==> config.mk <==
export PLATFORM = sky130hd
export DESIGN_NAME = quotient_to_decimal_ascii_top
export DESIGN_NICKNAME = d
export VERILOG_FILES = /design/src/rtl/qdasc_pkg.sv /design/src/rtl/qdasc_dp.sv /design/src/rtl/qdasc_ctrl.sv /design/src/rtl/quotient_to_decimal_ascii_top.sv
export SDC_FILE = /design/constraint.sdc
export NUM_CORES = 1
export LEC_CHECK = 0
export BUFFER_PORTS_ARGS = -buffer_cell sky130_fd_sc_hd__buf_2
export CAP_MARGIN = 25
export CORE_MARGIN = 3
export CORE_UTILIZATION = 55
export DETAILED_ROUTE_END_ITERATION = 16
export PLACE_DENSITY = 0.78
export SYNTH_ARGS = -nofsm -noshare
export SYNTH_HDL_FRONTEND = slang
export SYNTH_SLANG_ARGS = --single-unit
==> constraint.sdc <==
create_clock -name clock -period 5.45 [get_ports clock]
set_input_delay 0.545 -clock clock [delete_from_list [all_inputs] [get_ports clock]]
set_output_delay 0.545 -clock clock [all_outputs]
set_load 0.01 [all_outputs]
==> src/rtl/qdasc_pkg.sv <==
// ----------------------------------------------------------------------------
// qdasc_pkg: shared types and constants for the quotient to ascii block
// Holds the controller/datapath command and status structs, the output
// character select codes and the fixed text constants.
// ----------------------------------------------------------------------------
package qdasc_pkg;

   // width of the scaled numerator (32-bit value times 100 fits in 39 bits)
   localparam int unsigned QUOT_BITS = 39;
   // bcd digits needed for a quotient below 10^12
   localparam int unsigned NUM_BCD   = 12;
   localparam int unsigned BCD_BITS  = 4 * NUM_BCD;
   // work width for remainder times ten
   localparam int unsigned FRAC_BITS = 36;
   // longest text of one item
   localparam int unsigned MAX_OUT   = 7;
   // length of the error text
   localparam int unsigned ERR_LEN   = 5;

   // ascii codes
   localparam logic [7:0] CHAR_ZERO = 8'h30;
   localparam logic [7:0] CHAR_DOT  = 8'h2E;
   localparam logic [7:0] CHAR_PCT  = 8'h25;

   // output character select codes
   localparam logic [2:0] SEL_DIGIT = 3'd0;
   localparam logic [2:0] SEL_FRAC  = 3'd1;
   localparam logic [2:0] SEL_DOT   = 3'd2;
   localparam logic [2:0] SEL_PCT   = 3'd3;
   localparam logic [2:0] SEL_ERR   = 3'd4;

   // commands from controller to datapath
   typedef struct packed {
      logic       load;
      logic       div_step;
      logic       norm_step;
      logic       int_shift;
      logic       mul10;
      logic       fdiv_step;
      logic [1:0] fdiv_sh;
      logic       out_load;
      logic [2:0] out_sel;
      logic       out_last;
      logic [2:0] err_idx;
   } cmd_type;

   // status from datapath to controller
   typedef struct packed {
      logic div_zero;
      logic percent;
      logic top_zero;
   } stat_type;

   // letters of the error text
   function automatic logic [7:0] err_char(input logic [2:0] idx);
      logic [7:0] c;
      unique case (idx)
         3'd0:    c = 8'h45;  // E
         3'd1:    c = 8'h52;  // R
         3'd2:    c = 8'h52;  // R
         3'd3:    c = 8'h4F;  // O
         3'd4:    c = 8'h52;  // R
         default: c = 8'h00;
      endcase
      return c;
   endfunction

endpackage

==> src/rtl/qdasc_dp.sv <==
// ----------------------------------------------------------------------------
// qdasc_dp: datapath of the quotient to ascii block
// Restoring divider with on-the-fly binary to bcd conversion, digit
// normalizer, remainder-times-ten digit divider and the output word register.
// ----------------------------------------------------------------------------
module qdasc_dp (
   input  logic                 clock,
   input  logic                 reset,
   input  logic [31:0]          req_dividend,
   input  logic [31:0]          req_divisor,
   input  logic                 csr_wr_en,
   input  logic                 csr_wr_data,
   input  qdasc_pkg::cmd_type   cmd,
   output qdasc_pkg::stat_type  stat,
   output logic [7:0]           rsp_out_char,
   output logic                 rsp_is_last
);

   logic                                percent_mode_ff;
   logic [qdasc_pkg::QUOT_BITS-1:0]     num_ff;
   logic [31:0]                         divisor_ff;
   logic [31:0]                         rem_ff;
   logic [qdasc_pkg::BCD_BITS-1:0]      bcd_ff;
   logic [qdasc_pkg::FRAC_BITS-1:0]     frac_ff;
   logic [3:0]                          fdig_ff;
   logic [7:0]                          out_char_ff;
   logic                                out_last_ff;

   logic [qdasc_pkg::QUOT_BITS-1:0]     num_in;
   logic [qdasc_pkg::QUOT_BITS-1:0]     din_ext;
   logic [33:0]                         trial;
   logic                                qbit;
   logic [31:0]                         rem_div;
   logic [qdasc_pkg::BCD_BITS-1:0]      bcd_adj;
   logic [qdasc_pkg::FRAC_BITS-1:0]     dsh;
   logic [qdasc_pkg::FRAC_BITS-1:0]     fsub;
   logic                                fge;
   logic [qdasc_pkg::FRAC_BITS-1:0]     frac_next;
   logic [qdasc_pkg::FRAC_BITS-1:0]     rem_x10;
   logic [7:0]                          char_in;

   // percent mode register
   always_ff @(posedge clock) begin
      if (reset) begin
         percent_mode_ff <= 1'b0;
      end else if (csr_wr_en) begin
         percent_mode_ff <= csr_wr_data;
      end
   end

   // numerator scaling: times 100 as shifts and adds in percent mode, else unchanged
   always_comb begin
      din_ext = {{(qdasc_pkg::QUOT_BITS-32){1'b0}}, req_dividend};
      if (percent_mode_ff) begin
         num_in = (din_ext << 6) + (din_ext << 5) + (din_ext << 2);
      end else begin
         num_in = din_ext;
      end
   end

   // one restoring division step
   always_comb begin
      trial   = {1'b0, rem_ff, num_ff[qdasc_pkg::QUOT_BITS-1]} - {2'b00, divisor_ff};
      qbit    = ~trial[33];
      rem_div = qbit ? trial[31:0] : {rem_ff[30:0], num_ff[qdasc_pkg::QUOT_BITS-1]};
   end

   // double dabble add-3 correction on every bcd digit
   always_comb begin
      for (int i = 0; i < qdasc_pkg::NUM_BCD; i++) begin
         if (bcd_ff[4*i +: 4] >= 4'd5) begin
            bcd_adj[4*i +: 4] = bcd_ff[4*i +: 4] + 4'd3;
         end else begin
            bcd_adj[4*i +: 4] = bcd_ff[4*i +: 4];
         end
      end
   end

   // fractional digit: remainder times ten, then four compare and subtract steps
   always_comb begin
      rem_x10   = ({4'b0000, rem_ff} << 3) + ({4'b0000, rem_ff} << 1);
      dsh       = {4'b0000, divisor_ff} << cmd.fdiv_sh;
      fge       = (frac_ff >= dsh);
      fsub      = frac_ff - dsh;
      frac_next = fge ? fsub : frac_ff;
   end

   // divider and digit registers
   always_ff @(posedge clock) begin
      if (cmd.load) begin
         num_ff     <= num_in;
         divisor_ff <= req_divisor;
         rem_ff     <= '0;
         bcd_ff     <= '0;
      end else if (cmd.div_step) begin
         num_ff <= num_ff << 1;
         rem_ff <= rem_div;
         bcd_ff <= {bcd_adj[qdasc_pkg::BCD_BITS-2:0], qbit};
      end else if (cmd.norm_step || cmd.int_shift) begin
         bcd_ff <= bcd_ff << 4;
      end else if (cmd.mul10) begin
         frac_ff <= rem_x10;
      end else if (cmd.fdiv_step) begin
         frac_ff <= frac_next;
         fdig_ff <= {fdig_ff[2:0], fge};
         if (cmd.fdiv_sh == 2'd0) begin
            rem_ff <= frac_next[31:0];
         end
      end
   end

   // output character select
   always_comb begin
      unique case (cmd.out_sel)
         qdasc_pkg::SEL_DIGIT: char_in = qdasc_pkg::CHAR_ZERO +
                                         {4'h0, bcd_ff[qdasc_pkg::BCD_BITS-1 -: 4]};
         qdasc_pkg::SEL_FRAC:  char_in = qdasc_pkg::CHAR_ZERO + {4'h0, fdig_ff};
         qdasc_pkg::SEL_DOT:   char_in = qdasc_pkg::CHAR_DOT;
         qdasc_pkg::SEL_PCT:   char_in = qdasc_pkg::CHAR_PCT;
         qdasc_pkg::SEL_ERR:   char_in = qdasc_pkg::err_char(cmd.err_idx);
         default:              char_in = 8'h00;
      endcase
   end

   // output word register
   always_ff @(posedge clock) begin
      if (cmd.out_load) begin
         out_char_ff <= char_in;
         out_last_ff <= cmd.out_last;
      end
   end

   assign rsp_out_char  = out_char_ff;
   assign rsp_is_last   = out_last_ff;

   // status back to the controller
   assign stat.div_zero = (req_divisor == 32'd0);
   assign stat.percent  = percent_mode_ff;
   assign stat.top_zero = (bcd_ff[qdasc_pkg::BCD_BITS-1 -: 4] == 4'h0);

endmodule

==> src/rtl/qdasc_ctrl.sv <==
// ----------------------------------------------------------------------------
// qdasc_ctrl: controller of the quotient to ascii block
// Sequences division, digit normalization, integer digits, dot, fractional
// digits, percent sign or error text, and owns both channels' handshake.
// ----------------------------------------------------------------------------
module qdasc_ctrl #(
   parameter int SIG_DIGITS = 6
) (
   input  logic                 clock,
   input  logic                 reset,
   input  logic                 req_valid,
   output logic                 req_stall,
   output logic                 rsp_valid,
   input  logic                 rsp_stall,
   input  qdasc_pkg::stat_type  stat,
   output qdasc_pkg::cmd_type   cmd
);

   localparam logic [3:0] S_IDLE = 4'd0;
   localparam logic [3:0] S_DIV  = 4'd1;
   localparam logic [3:0] S_NORM = 4'd2;
   localparam logic [3:0] S_INT  = 4'd3;
   localparam logic [3:0] S_DOT  = 4'd4;
   localparam logic [3:0] S_MUL  = 4'd5;
   localparam logic [3:0] S_FDIV = 4'd6;
   localparam logic [3:0] S_FRAC = 4'd7;
   localparam logic [3:0] S_PCT  = 4'd8;
   localparam logic [3:0] S_ERR  = 4'd9;

   localparam logic [3:0] SIG_W       = 4'(SIG_DIGITS);
   localparam logic [5:0] DIV_LAST    = 6'(qdasc_pkg::QUOT_BITS - 1);
   localparam logic [3:0] ND_START    = 4'(qdasc_pkg::NUM_BCD);
   localparam logic [2:0] CNT_LAST    = 3'(qdasc_pkg::MAX_OUT - 1);
   localparam logic [2:0] PCT_DOT_MAX = 3'(qdasc_pkg::MAX_OUT - 3);
   localparam logic [2:0] ERR_LAST    = 3'(qdasc_pkg::ERR_LEN - 1);

   logic [3:0] state_ff, state_in;
   logic [5:0] step_ff, step_in;
   logic [3:0] nd_ff, nd_in;
   logic [3:0] int_rem_ff, int_rem_in;
   logic [3:0] left_ff, left_in;
   logic [2:0] cnt_ff, cnt_in;
   logic       rsp_valid_ff, rsp_valid_in;

   logic       slot_free;
   logic       cnt_at_max;
   logic [3:0] take_w;
   logic       last_w;

   // control registers
   always_ff @(posedge clock) begin
      if (reset) begin
         state_ff     <= S_IDLE;
         step_ff      <= '0;
         nd_ff        <= '0;
         int_rem_ff   <= '0;
         left_ff      <= '0;
         cnt_ff       <= '0;
         rsp_valid_ff <= 1'b0;
      end else begin
         state_ff     <= state_in;
         step_ff      <= step_in;
         nd_ff        <= nd_in;
         int_rem_ff   <= int_rem_in;
         left_ff      <= left_in;
         cnt_ff       <= cnt_in;
         rsp_valid_ff <= rsp_valid_in;
      end
   end

   // sequencer
   always_comb begin
      state_in   = state_ff;
      step_in    = step_ff;
      nd_in      = nd_ff;
      int_rem_in = int_rem_ff;
      left_in    = left_ff;
      cnt_in     = cnt_ff;
      cmd        = '0;
      last_w     = 1'b0;
      slot_free  = ~rsp_valid_ff | ~rsp_stall;
      cnt_at_max = (cnt_ff == CNT_LAST);
      take_w     = (nd_ff < SIG_W) ? nd_ff : SIG_W;

      unique case (state_ff)
         S_IDLE: begin
            if (req_valid) begin
               cmd.load = 1'b1;
               step_in  = '0;
               cnt_in   = '0;
               state_in = stat.div_zero ? S_ERR : S_DIV;
            end
         end
         S_DIV: begin
            cmd.div_step = 1'b1;
            step_in      = step_ff + 6'd1;
            if (step_ff == DIV_LAST) begin
               nd_in    = ND_START;
               state_in = S_NORM;
            end
         end
         S_NORM: begin
            // drop leading zero digits, keep at least one
            if (stat.top_zero && nd_ff != 4'd1) begin
               cmd.norm_step = 1'b1;
               nd_in         = nd_ff - 4'd1;
            end else begin
               int_rem_in = take_w;
               left_in    = SIG_W - take_w;
               state_in   = S_INT;
            end
         end
         S_INT: begin
            if (slot_free) begin
               last_w        = (int_rem_ff == 4'd1 && left_ff == 4'd0) || cnt_at_max;
               cmd.out_load  = 1'b1;
               cmd.out_sel   = qdasc_pkg::SEL_DIGIT;
               cmd.out_last  = last_w;
               cmd.int_shift = 1'b1;
               int_rem_in    = int_rem_ff - 4'd1;
               cnt_in        = cnt_ff + 3'd1;
               if (last_w) begin
                  state_in = S_IDLE;
               end else if (int_rem_ff == 4'd1) begin
                  state_in = S_DOT;
               end
            end
         end
         S_DOT: begin
            if (slot_free) begin
               cmd.out_load = 1'b1;
               cnt_in       = cnt_ff + 3'd1;
               if (stat.percent) begin
                  // room for dot, one fractional digit and the percent sign
                  if (cnt_ff <= PCT_DOT_MAX) begin
                     cmd.out_sel = qdasc_pkg::SEL_DOT;
                     state_in    = S_MUL;
                  end else begin
                     cmd.out_sel  = qdasc_pkg::SEL_PCT;
                     cmd.out_last = 1'b1;
                     state_in     = S_IDLE;
                  end
               end else begin
                  cmd.out_sel  = qdasc_pkg::SEL_DOT;
                  cmd.out_last = cnt_at_max;
                  state_in     = cnt_at_max ? S_IDLE : S_MUL;
               end
            end
         end
         S_MUL: begin
            cmd.mul10 = 1'b1;
            step_in   = '0;
            state_in  = S_FDIV;
         end
         S_FDIV: begin
            cmd.fdiv_step = 1'b1;
            cmd.fdiv_sh   = ~step_ff[1:0];
            step_in       = step_ff + 6'd1;
            if (step_ff[1:0] == 2'd3) begin
               state_in = S_FRAC;
            end
         end
         S_FRAC: begin
            if (slot_free) begin
               if (stat.percent) begin
                  last_w = cnt_at_max;
               end else begin
                  last_w = (left_ff == 4'd1) || cnt_at_max;
               end
               cmd.out_load = 1'b1;
               cmd.out_sel  = qdasc_pkg::SEL_FRAC;
               cmd.out_last = last_w;
               left_in      = left_ff - 4'd1;
               cnt_in       = cnt_ff + 3'd1;
               if (last_w) begin
                  state_in = S_IDLE;
               end else if (stat.percent) begin
                  state_in = S_PCT;
               end else begin
                  state_in = S_MUL;
               end
            end
         end
         S_PCT: begin
            if (slot_free) begin
               cmd.out_load = 1'b1;
               cmd.out_sel  = qdasc_pkg::SEL_PCT;
               cmd.out_last = 1'b1;
               cnt_in       = cnt_ff + 3'd1;
               state_in     = S_IDLE;
            end
         end
         S_ERR: begin
            if (slot_free) begin
               last_w       = (step_ff[2:0] == ERR_LAST) || cnt_at_max;
               cmd.out_load = 1'b1;
               cmd.out_sel  = qdasc_pkg::SEL_ERR;
               cmd.err_idx  = step_ff[2:0];
               cmd.out_last = last_w;
               step_in      = step_ff + 6'd1;
               cnt_in       = cnt_ff + 3'd1;
               if (last_w) begin
                  state_in = S_IDLE;
               end
            end
         end
         default: begin
            state_in = S_IDLE;
         end
      endcase
   end

   // output word valid
   always_comb begin
      if (cmd.out_load) begin
         rsp_valid_in = 1'b1;
      end else if (!rsp_stall) begin
         rsp_valid_in = 1'b0;
      end else begin
         rsp_valid_in = rsp_valid_ff;
      end
   end

   assign req_stall = (state_ff != S_IDLE);
   assign rsp_valid = rsp_valid_ff;

endmodule

==> src/rtl/quotient_to_decimal_ascii_top.sv <==
// For a zero divisor the error text follows the accept with no division; else
// the first word follows the restoring divider and the leading-zero shifts.
// Each fractional digit takes a times-ten step, 4 subtract steps and one
// output word; one item is handled at a time, and any output word may wait
// on rsp_stall.
// Reset is synchronous, active high: clears the sequencer, output valid and
// percent mode.
// ----------------------------------------------------------------------------
// quotient_to_decimal_ascii_top: quotient of two 32-bit numbers as ascii text
// Emits up to SIG_DIGITS significant decimal digits, one character per word,
// with a last marker; optional percent rendering and an error text on zero.
// ----------------------------------------------------------------------------
module quotient_to_decimal_ascii_top #(
   parameter int SIG_DIGITS = 6
) (
   input  logic        clock,
   input  logic        reset,
   input  logic        req_valid,
   output logic        req_stall,
   input  logic [31:0] req_dividend,
   input  logic [31:0] req_divisor,
   output logic        rsp_valid,
   input  logic        rsp_stall,
   output logic [7:0]  rsp_out_char,
   output logic        rsp_is_last,
   input  logic        csr_wr_en,
   input  logic        csr_wr_data
);

   qdasc_pkg::cmd_type  cmd;
   qdasc_pkg::stat_type stat;

   // sequencer and handshake
   qdasc_ctrl #(
      .SIG_DIGITS (SIG_DIGITS)
   ) u_ctrl (
      .clock     (clock),
      .reset     (reset),
      .req_valid (req_valid),
      .req_stall (req_stall),
      .rsp_valid (rsp_valid),
      .rsp_stall (rsp_stall),
      .stat      (stat),
      .cmd       (cmd)
   );

   // divider, digit logic and output register
   qdasc_dp u_dp (
      .clock        (clock),
      .reset        (reset),
      .req_dividend (req_dividend),
      .req_divisor  (req_divisor),
      .csr_wr_en    (csr_wr_en),
      .csr_wr_data  (csr_wr_data),
      .cmd          (cmd),
      .stat         (stat),
      .rsp_out_char (rsp_out_char),
      .rsp_is_last  (rsp_is_last)
   );

endmodule
# Word level (Yosys, flattened, before mapping)
# Index checks and enable logic that the tools add are counted.
# Widths: inputs -> output; s select.
op_classes:
  n_lt_le_gt_ge: 15
  n_mux: 87
  n_div: 0
  addsub: 25
  n_reduce_logical: 38
  n_mul: 0
  shift: 1
  bitwise_logic: 9
  eq_ne: 40
ops:
  columns: ["op", "n"]
  rows:
  - ["$mux 32", 6]
  - ["$mux 4", 34]
  - ["$mux 39", 3]
  - ["$mux 36", 3]
  - ["$mux 48", 2]
  - ["$ge 4x3->1 const B", 12]
  - ["$add 4x2->4 const B", 11]
  - ["$pmux 4 s10", 1]
  - ["$pmux 8 s5", 1]
  - ["$add 38x37->39", 1]
  - ["$add 39x34->39", 1]
  - ["$add 35x33->36", 1]
  - ["$ge 36x36->1", 1]
  - ["$shl 32x2->36", 1]
  - ["$sub 36x36->36", 1]
  - ["$sub 33x32->34", 1]
  - ["$logic_not 32->1", 1]
  - ["$pmux 5 s5", 1]
  - ["$ne 2x1->1 const B", 12]
  - ["$pmux 4 s2", 3]
  - ["$pmux 6 s4", 1]
  - ["$mux 3", 7]
  - ["$pmux 7 s3", 1]
  - ["$mux 5", 4]
  - ["other kinds (42)", 105]
totals:
  mem_count: 0
  wordCells: 232
  inputBits: 70
  latchBits: 0
  register_bits: 227
  rom_bits: 0
  ramBits: 0

# Longest topological paths before layout
depth:
  word_depth: 10
  depth_mapped: 23
  mapped_depth_nobuf: 18

# By module
# Synthesis repeated with hierarchy kept, for this count alone.
hier_totals:
  hier_cells: 2377
  hier_area_um2: 20547.2
by_module_without_submodules:
  columns: ["module", "n_inst", "cells_each", "area_per_inst_um2"]
  rows:
  - ["qdasc_dp", 1, 2127, 18591.6]
  - ["qdasc_ctrl", 1, 250, 1955.6]

# Worst setup path before layout
# OpenSTA, ideal clock, no wires.
synth_path:
  path_type: "register to register"
  from: "reg u_ctrl.state_ff[2]"
  to: "reg u_dp.rem_ff[8]"
  n_path_buf: 3
  slack_ns: 1.130
  setup_ns: 0.132
  stages_incl_launch_ff: 19
  t_arrival_ns: 4.189
  synth_period_minus_slack_ns: 4.320
  path_cell_list: "dfxtp_1 -> clkbuf_1 -> nand3_1 -> nor2_1 -> clkbuf_1 -> mux2_2 -> ha_1 -> nand4_2 -> nor4_1 -> a311o_1 -> a311o_1 -> a41oi_2 -> o31a_4 -> inv_4 -> buf_6 -> mux2i_1 -> nor2_1 -> a211oi_2 -> a21oi_1"
synth_via:
  elab_chain_cells: 10
  elab_cells_between_ends: 28
synth_lines:
  columns: ["element", "line_no", "source"]
  rows:
  - ["start, declared", "qdasc_ctrl.sv:37", "logic [3:0] state_ff, state_in;"]
  - ["start signal, assigned", "qdasc_ctrl.sv:61", "state_ff <= state_in;"]
  - ["$eq 4x3->1", "qdasc_ctrl.sv:85", "unique case (state_ff)"]
  - ["$mux 3", "qdasc_ctrl.sv:85", null]
  - ["$shl 32x2->36", "qdasc_dp.sv:82", "dsh = {4'b0000, divisor_ff} << cmd.fdiv_sh;"]
  - ["$sub 36x36->36 or $ge 36x36->1 (tied branches)", "qdasc_dp.sv:84, qdasc_dp.sv:83", null]
  - ["$mux 36", "qdasc_dp.sv:85", "frac_next = fge ? fsub : frac_ff;"]
  - ["$mux 32", "qdasc_dp.sv:106", "if (cmd.fdiv_sh == 2'd0) begin"]
  - ["$mux 32", "qdasc_dp.sv:103", "end else if (cmd.fdiv_step) begin"]
  - ["$mux 32", "qdasc_dp.sv:101", "end else if (cmd.mul10) begin"]
  - ["$mux 32", "qdasc_dp.sv:99", "end else if (cmd.norm_step || cmd.int_shift) begin"]
  - ["$mux 32", "qdasc_dp.sv:95", "end else if (cmd.div_step) begin"]
  - ["end signal, assigned", "qdasc_dp.sv:97", "rem_ff <= rem_div;"]
  - ["end signal, assigned", "qdasc_dp.sv:107", "rem_ff <= frac_next[31:0];"]
  - ["end, declared", "qdasc_dp.sv:22", "logic [31:0] rem_ff;"]
# Several ways; a longest one is shown, not always the timed one. The select of a mux whose other input is x is not followed.
# A chain may end at the register's enable or synchronous reset.

# Final worst setup path
layout_path:
  from: "reg u_ctrl.state_ff[0]"
  to: "reg u_dp.rem_ff[18]"
# The elaborated chain is that of the path after synthesis.

==> qor.txt <==
critical setup path kind = register to register
count of unique library cells instantiated by Yosys = 95
Starting Density = 56.3%
synth-to-layout area growth = 8.25%
die area = 0.0380 mm2
CP max-delay cell = inv_4
Final min period = 4.72 ns
wire length on met1 = 23100 um
highest routing layer actually used = met5
syn nets = 2609
max cap viols = 0
Crit. End Element = register
ANT nets after route = 0
Post-Syn Instances = 2336
largest net degree at the start of global routing = 77
Logic pwr share = 53.8%
Final setup viols = 0
WL met2 = 25700 um
Total GRT Usage = 27.7%
Synth Area per Inst = 8.40 um2
Post-synth EDFFs = 119
Routed Wire Length = 54500 um
Data arrival, critical path = 5.16 ns
vias = 17991
Final Net Count = 2645
PwrDens = 459 mW/mm2
CTS Hold Buffers Added = 0
DP Cell Count = 2799
Worst Path Buf+Inv = 2
DRC viols = 0
CTS tree = built
Non-Filler Instances = 2849
Seq/Total Area, Yosys = 29.1%
CTS root buffer = clkbuf_16
largest area contributor in the netlist = edfxtp_1
period utilisation layout = 86.6%
mux cell area share after synthesis = 5.53%
Flop pwr share = 28.2%
final core occ = 60.9%
main flop type after synthesis = edfxtp_1
Sw Share = 45.2%
number of I/O pins = 81
Worst Tran Pin Value = 0.996 ns
gpl congestion = 1.01
CP delay by family, top = simple AND/OR/NAND/NOR gates
post-CTS setup buffers = 0
WL/cell = 19.1 um
Data required, critical path = 5.89 ns
multi-input logic area = 0.0130 mm2
Async SR Flop Fraction = 0%
met3 WL = 3880 um
count of pins over their slew limit = 0
Storage cell area = 0.00572 mm2
worst skew pair latency = 0.56 ns
Peak supply drop = 0.335 mV
Worst-path clk slew = 0.06 ns
vias in the first global route = 17420
Post-Syn Area = 0.0196 mm2
initial antenna violation count = 3
compound-cell area share of the yosys netlist = 24.5%
TritonCTS Sinks = 226
area share of the largest cell type after synthesis = 18.2%
total leakage power = 8.48 nW
first-pass GRT wire length = 88500 um
H-tree levels = 1
TritonCTS buffer count = 26
Worst Hold Depth = 1
Final Power = 9.76 mW
largest family of logic cells by synthesized area = compound AO/OA/AOI/OAI gates
vias per cell = 6.31
drt first-iter violations = 1537
Congestion Overflow GR = 0
Std-Cell Rows = 68
Pint = 5.35 mW
max_slew headroom = 33.0%
top post-synthesis cells by area = edfxtp_1 18%, dfxtp_1 11%, ha_1 11%
Simple-Gate Fraction of Synth Area = 16.4%
number of port buffers = 79
DIE WIDTH = 195 um
Clock Path Buffers = 3
Worst Reg-to-Reg Cells = 17
Core Area = 0.0349 mm2
critical path's largest stage delay = 0.43 ns
drt pass-1 iters = 7
clock skew = 0.0153 ns
P_sw = 4.42 mW
TNS Setup = 0 ns
CP Depth = 17
clock network power share = 18.0%
Max FO, Critical Path = 43
Startpoint Class = register
hpwl dp = 41400 um
final hold vios = 0
HP Class = input pin to register
Post-Synth Adder-Cell Area = 14.2%
fillers = 3062
worst path cell trace = nor2_1, nand3_1, nor2_4, buf_12, mux2i_1, mux2_2, ha_1, nand4_1, nor4_1, a311o_1, a311o_1, a41oi_2, o31a_4, inv_4, mux2i_1, o21ai_0, a31o_1
post-CTS resize count = 0
#FFs+latches synth = 226
status = completed
RSZ-0062 raised after global routing = no
Die H = 195 um
WHS = 0.184 ns
share of layout cells above drive strength 1 = 9.53%
Yosys warning count = 0
top achievable clock speed = 212 MHz
XOR/XNOR Fraction of Synth Area = 5.44%
-- routing by layer --
layer,track usage [%],up-vias
li1,-,8641
met1,37.2,8518
met2,46.9,708
met3,3.22,120
met4,8.40,4
met5,0,-
-- cells in the mapped netlist (27+ instances only) --
library cell,count
edfxtp_1,119
nand2b_1,35
a221oi_1,42
a21o_1,40
dfxtp_1,107
a21oi_1,248
xor2_1,35
clkbuf_1,67
ha_1,171
mux2i_1,77
nor2_1,262
nand3_1,49
xnor2_1,87
inv_1,129
nand2_1,187
o21ai_0,159
fa_1,32
mux2_2,27
nor3_1,50
-- logic make-up (layout without fill, tap and decap cells) --
group,count (synthesis),in the layout
other,1,3
flip-flops,226,226
XOR/XNOR,122,122
multiplexers,105,105
AO/OA/AOI/OAI,746,746
AND/OR/NAND/NOR,704,704
adder cells (fa/ha/maj),203,203
buffers and inverters,229,285
-- path summary, 6_finish.rpt --
kind	from	end	slack [ns]
worst max register to register	u_ctrl.state_ff[0]	u_dp.rem_ff[18]	0.73
worst max-delay path	u_ctrl.state_ff[0]	u_dp.rem_ff[18]	0.73
worst min register to register	u_dp.fdig_ff[1]	u_dp.fdig_ff[2]	0.49
worst min-delay path	req_divisor[27]	u_dp.divisor_ff[27]	0.18
-- power groups by stage --
stage               logic, mW  registers [mW]  clock network [mW]
floorplan                4.03            2.61                   0
global placement         5.00            2.76                   0
detailed placement       5.14            2.77                   0
CTS                      5.18            2.74                1.77
global route             5.85            2.78                1.84
finish                   5.26            2.75                1.76
-- per-stage QoR --
step	setup slack, ns	instance area (um2)
2_1_floorplan	1.13	19600
3_3_place_gp	1.00	20400
3_5_place_dp	0.824	20400
4_1_cts	0.767	21200
5_1_grt	0.447	21300
6_report	0.728	21300
-- state kept, by name, summed over array words and instances, names as in the netlist --
register,count
u_dp.rem_ff,32
u_ctrl.int_rem_ff,4
u_ctrl.rsp_valid,1
u_dp.percent_mode_ff,1
u_dp.rsp_out_char,7
u_ctrl.state_ff,4
u_ctrl.nd_ff,4
u_dp.bcd_ff,48
u_dp.divisor_ff,32
u_ctrl.cnt_ff,3
u_dp.fdig_ff,4
u_dp.rsp_is_last,1
u_dp.frac_ff,36
u_ctrl.left_ff,4
u_ctrl.step_ff,6
u_dp.num_ff,39
-- cells in the final DEF (no fill, tap or decap), types with 21 or more instances in the layout --
cell       netlist  layout
xor2_1          35      35
ha_1           171     171
xnor2_1         87      87
dfxtp_1        107     107
nand2_1        187     183
a211oi_1        21      21
a31oi_1         25      25
inv_1          129     129
fa_1            32      32
a21oi_1        248     248
nor3_1          50      49
nand3_1         49      49
buf_2            7      79
clkbuf_16        0      27
nor2_1         262     258
edfxtp_1       119     119
buf_4            5      24
mux2_2          27      27
a221oi_1        42      42
mux2i_1         77      77
nand2b_1        35      35
o21bai_1        21      21
a21o_1          40      40
o211ai_1        22      22
o21a_1          25      25
o21ai_0        159     159
-- area by class of cell --
type	instances	share of cell area, %
Timing Repair Buffer	105	2.90
Inverter	132	2.35
Clock buffer	31	3.30
Multi-Input combinational cell	1881	61.1
Tap cell	455	2.68
Clock inverter	17	0.712
Antenna cell	2	0.0235
Sequential cell	226	26.9
(Power assumes the default switching activity.)
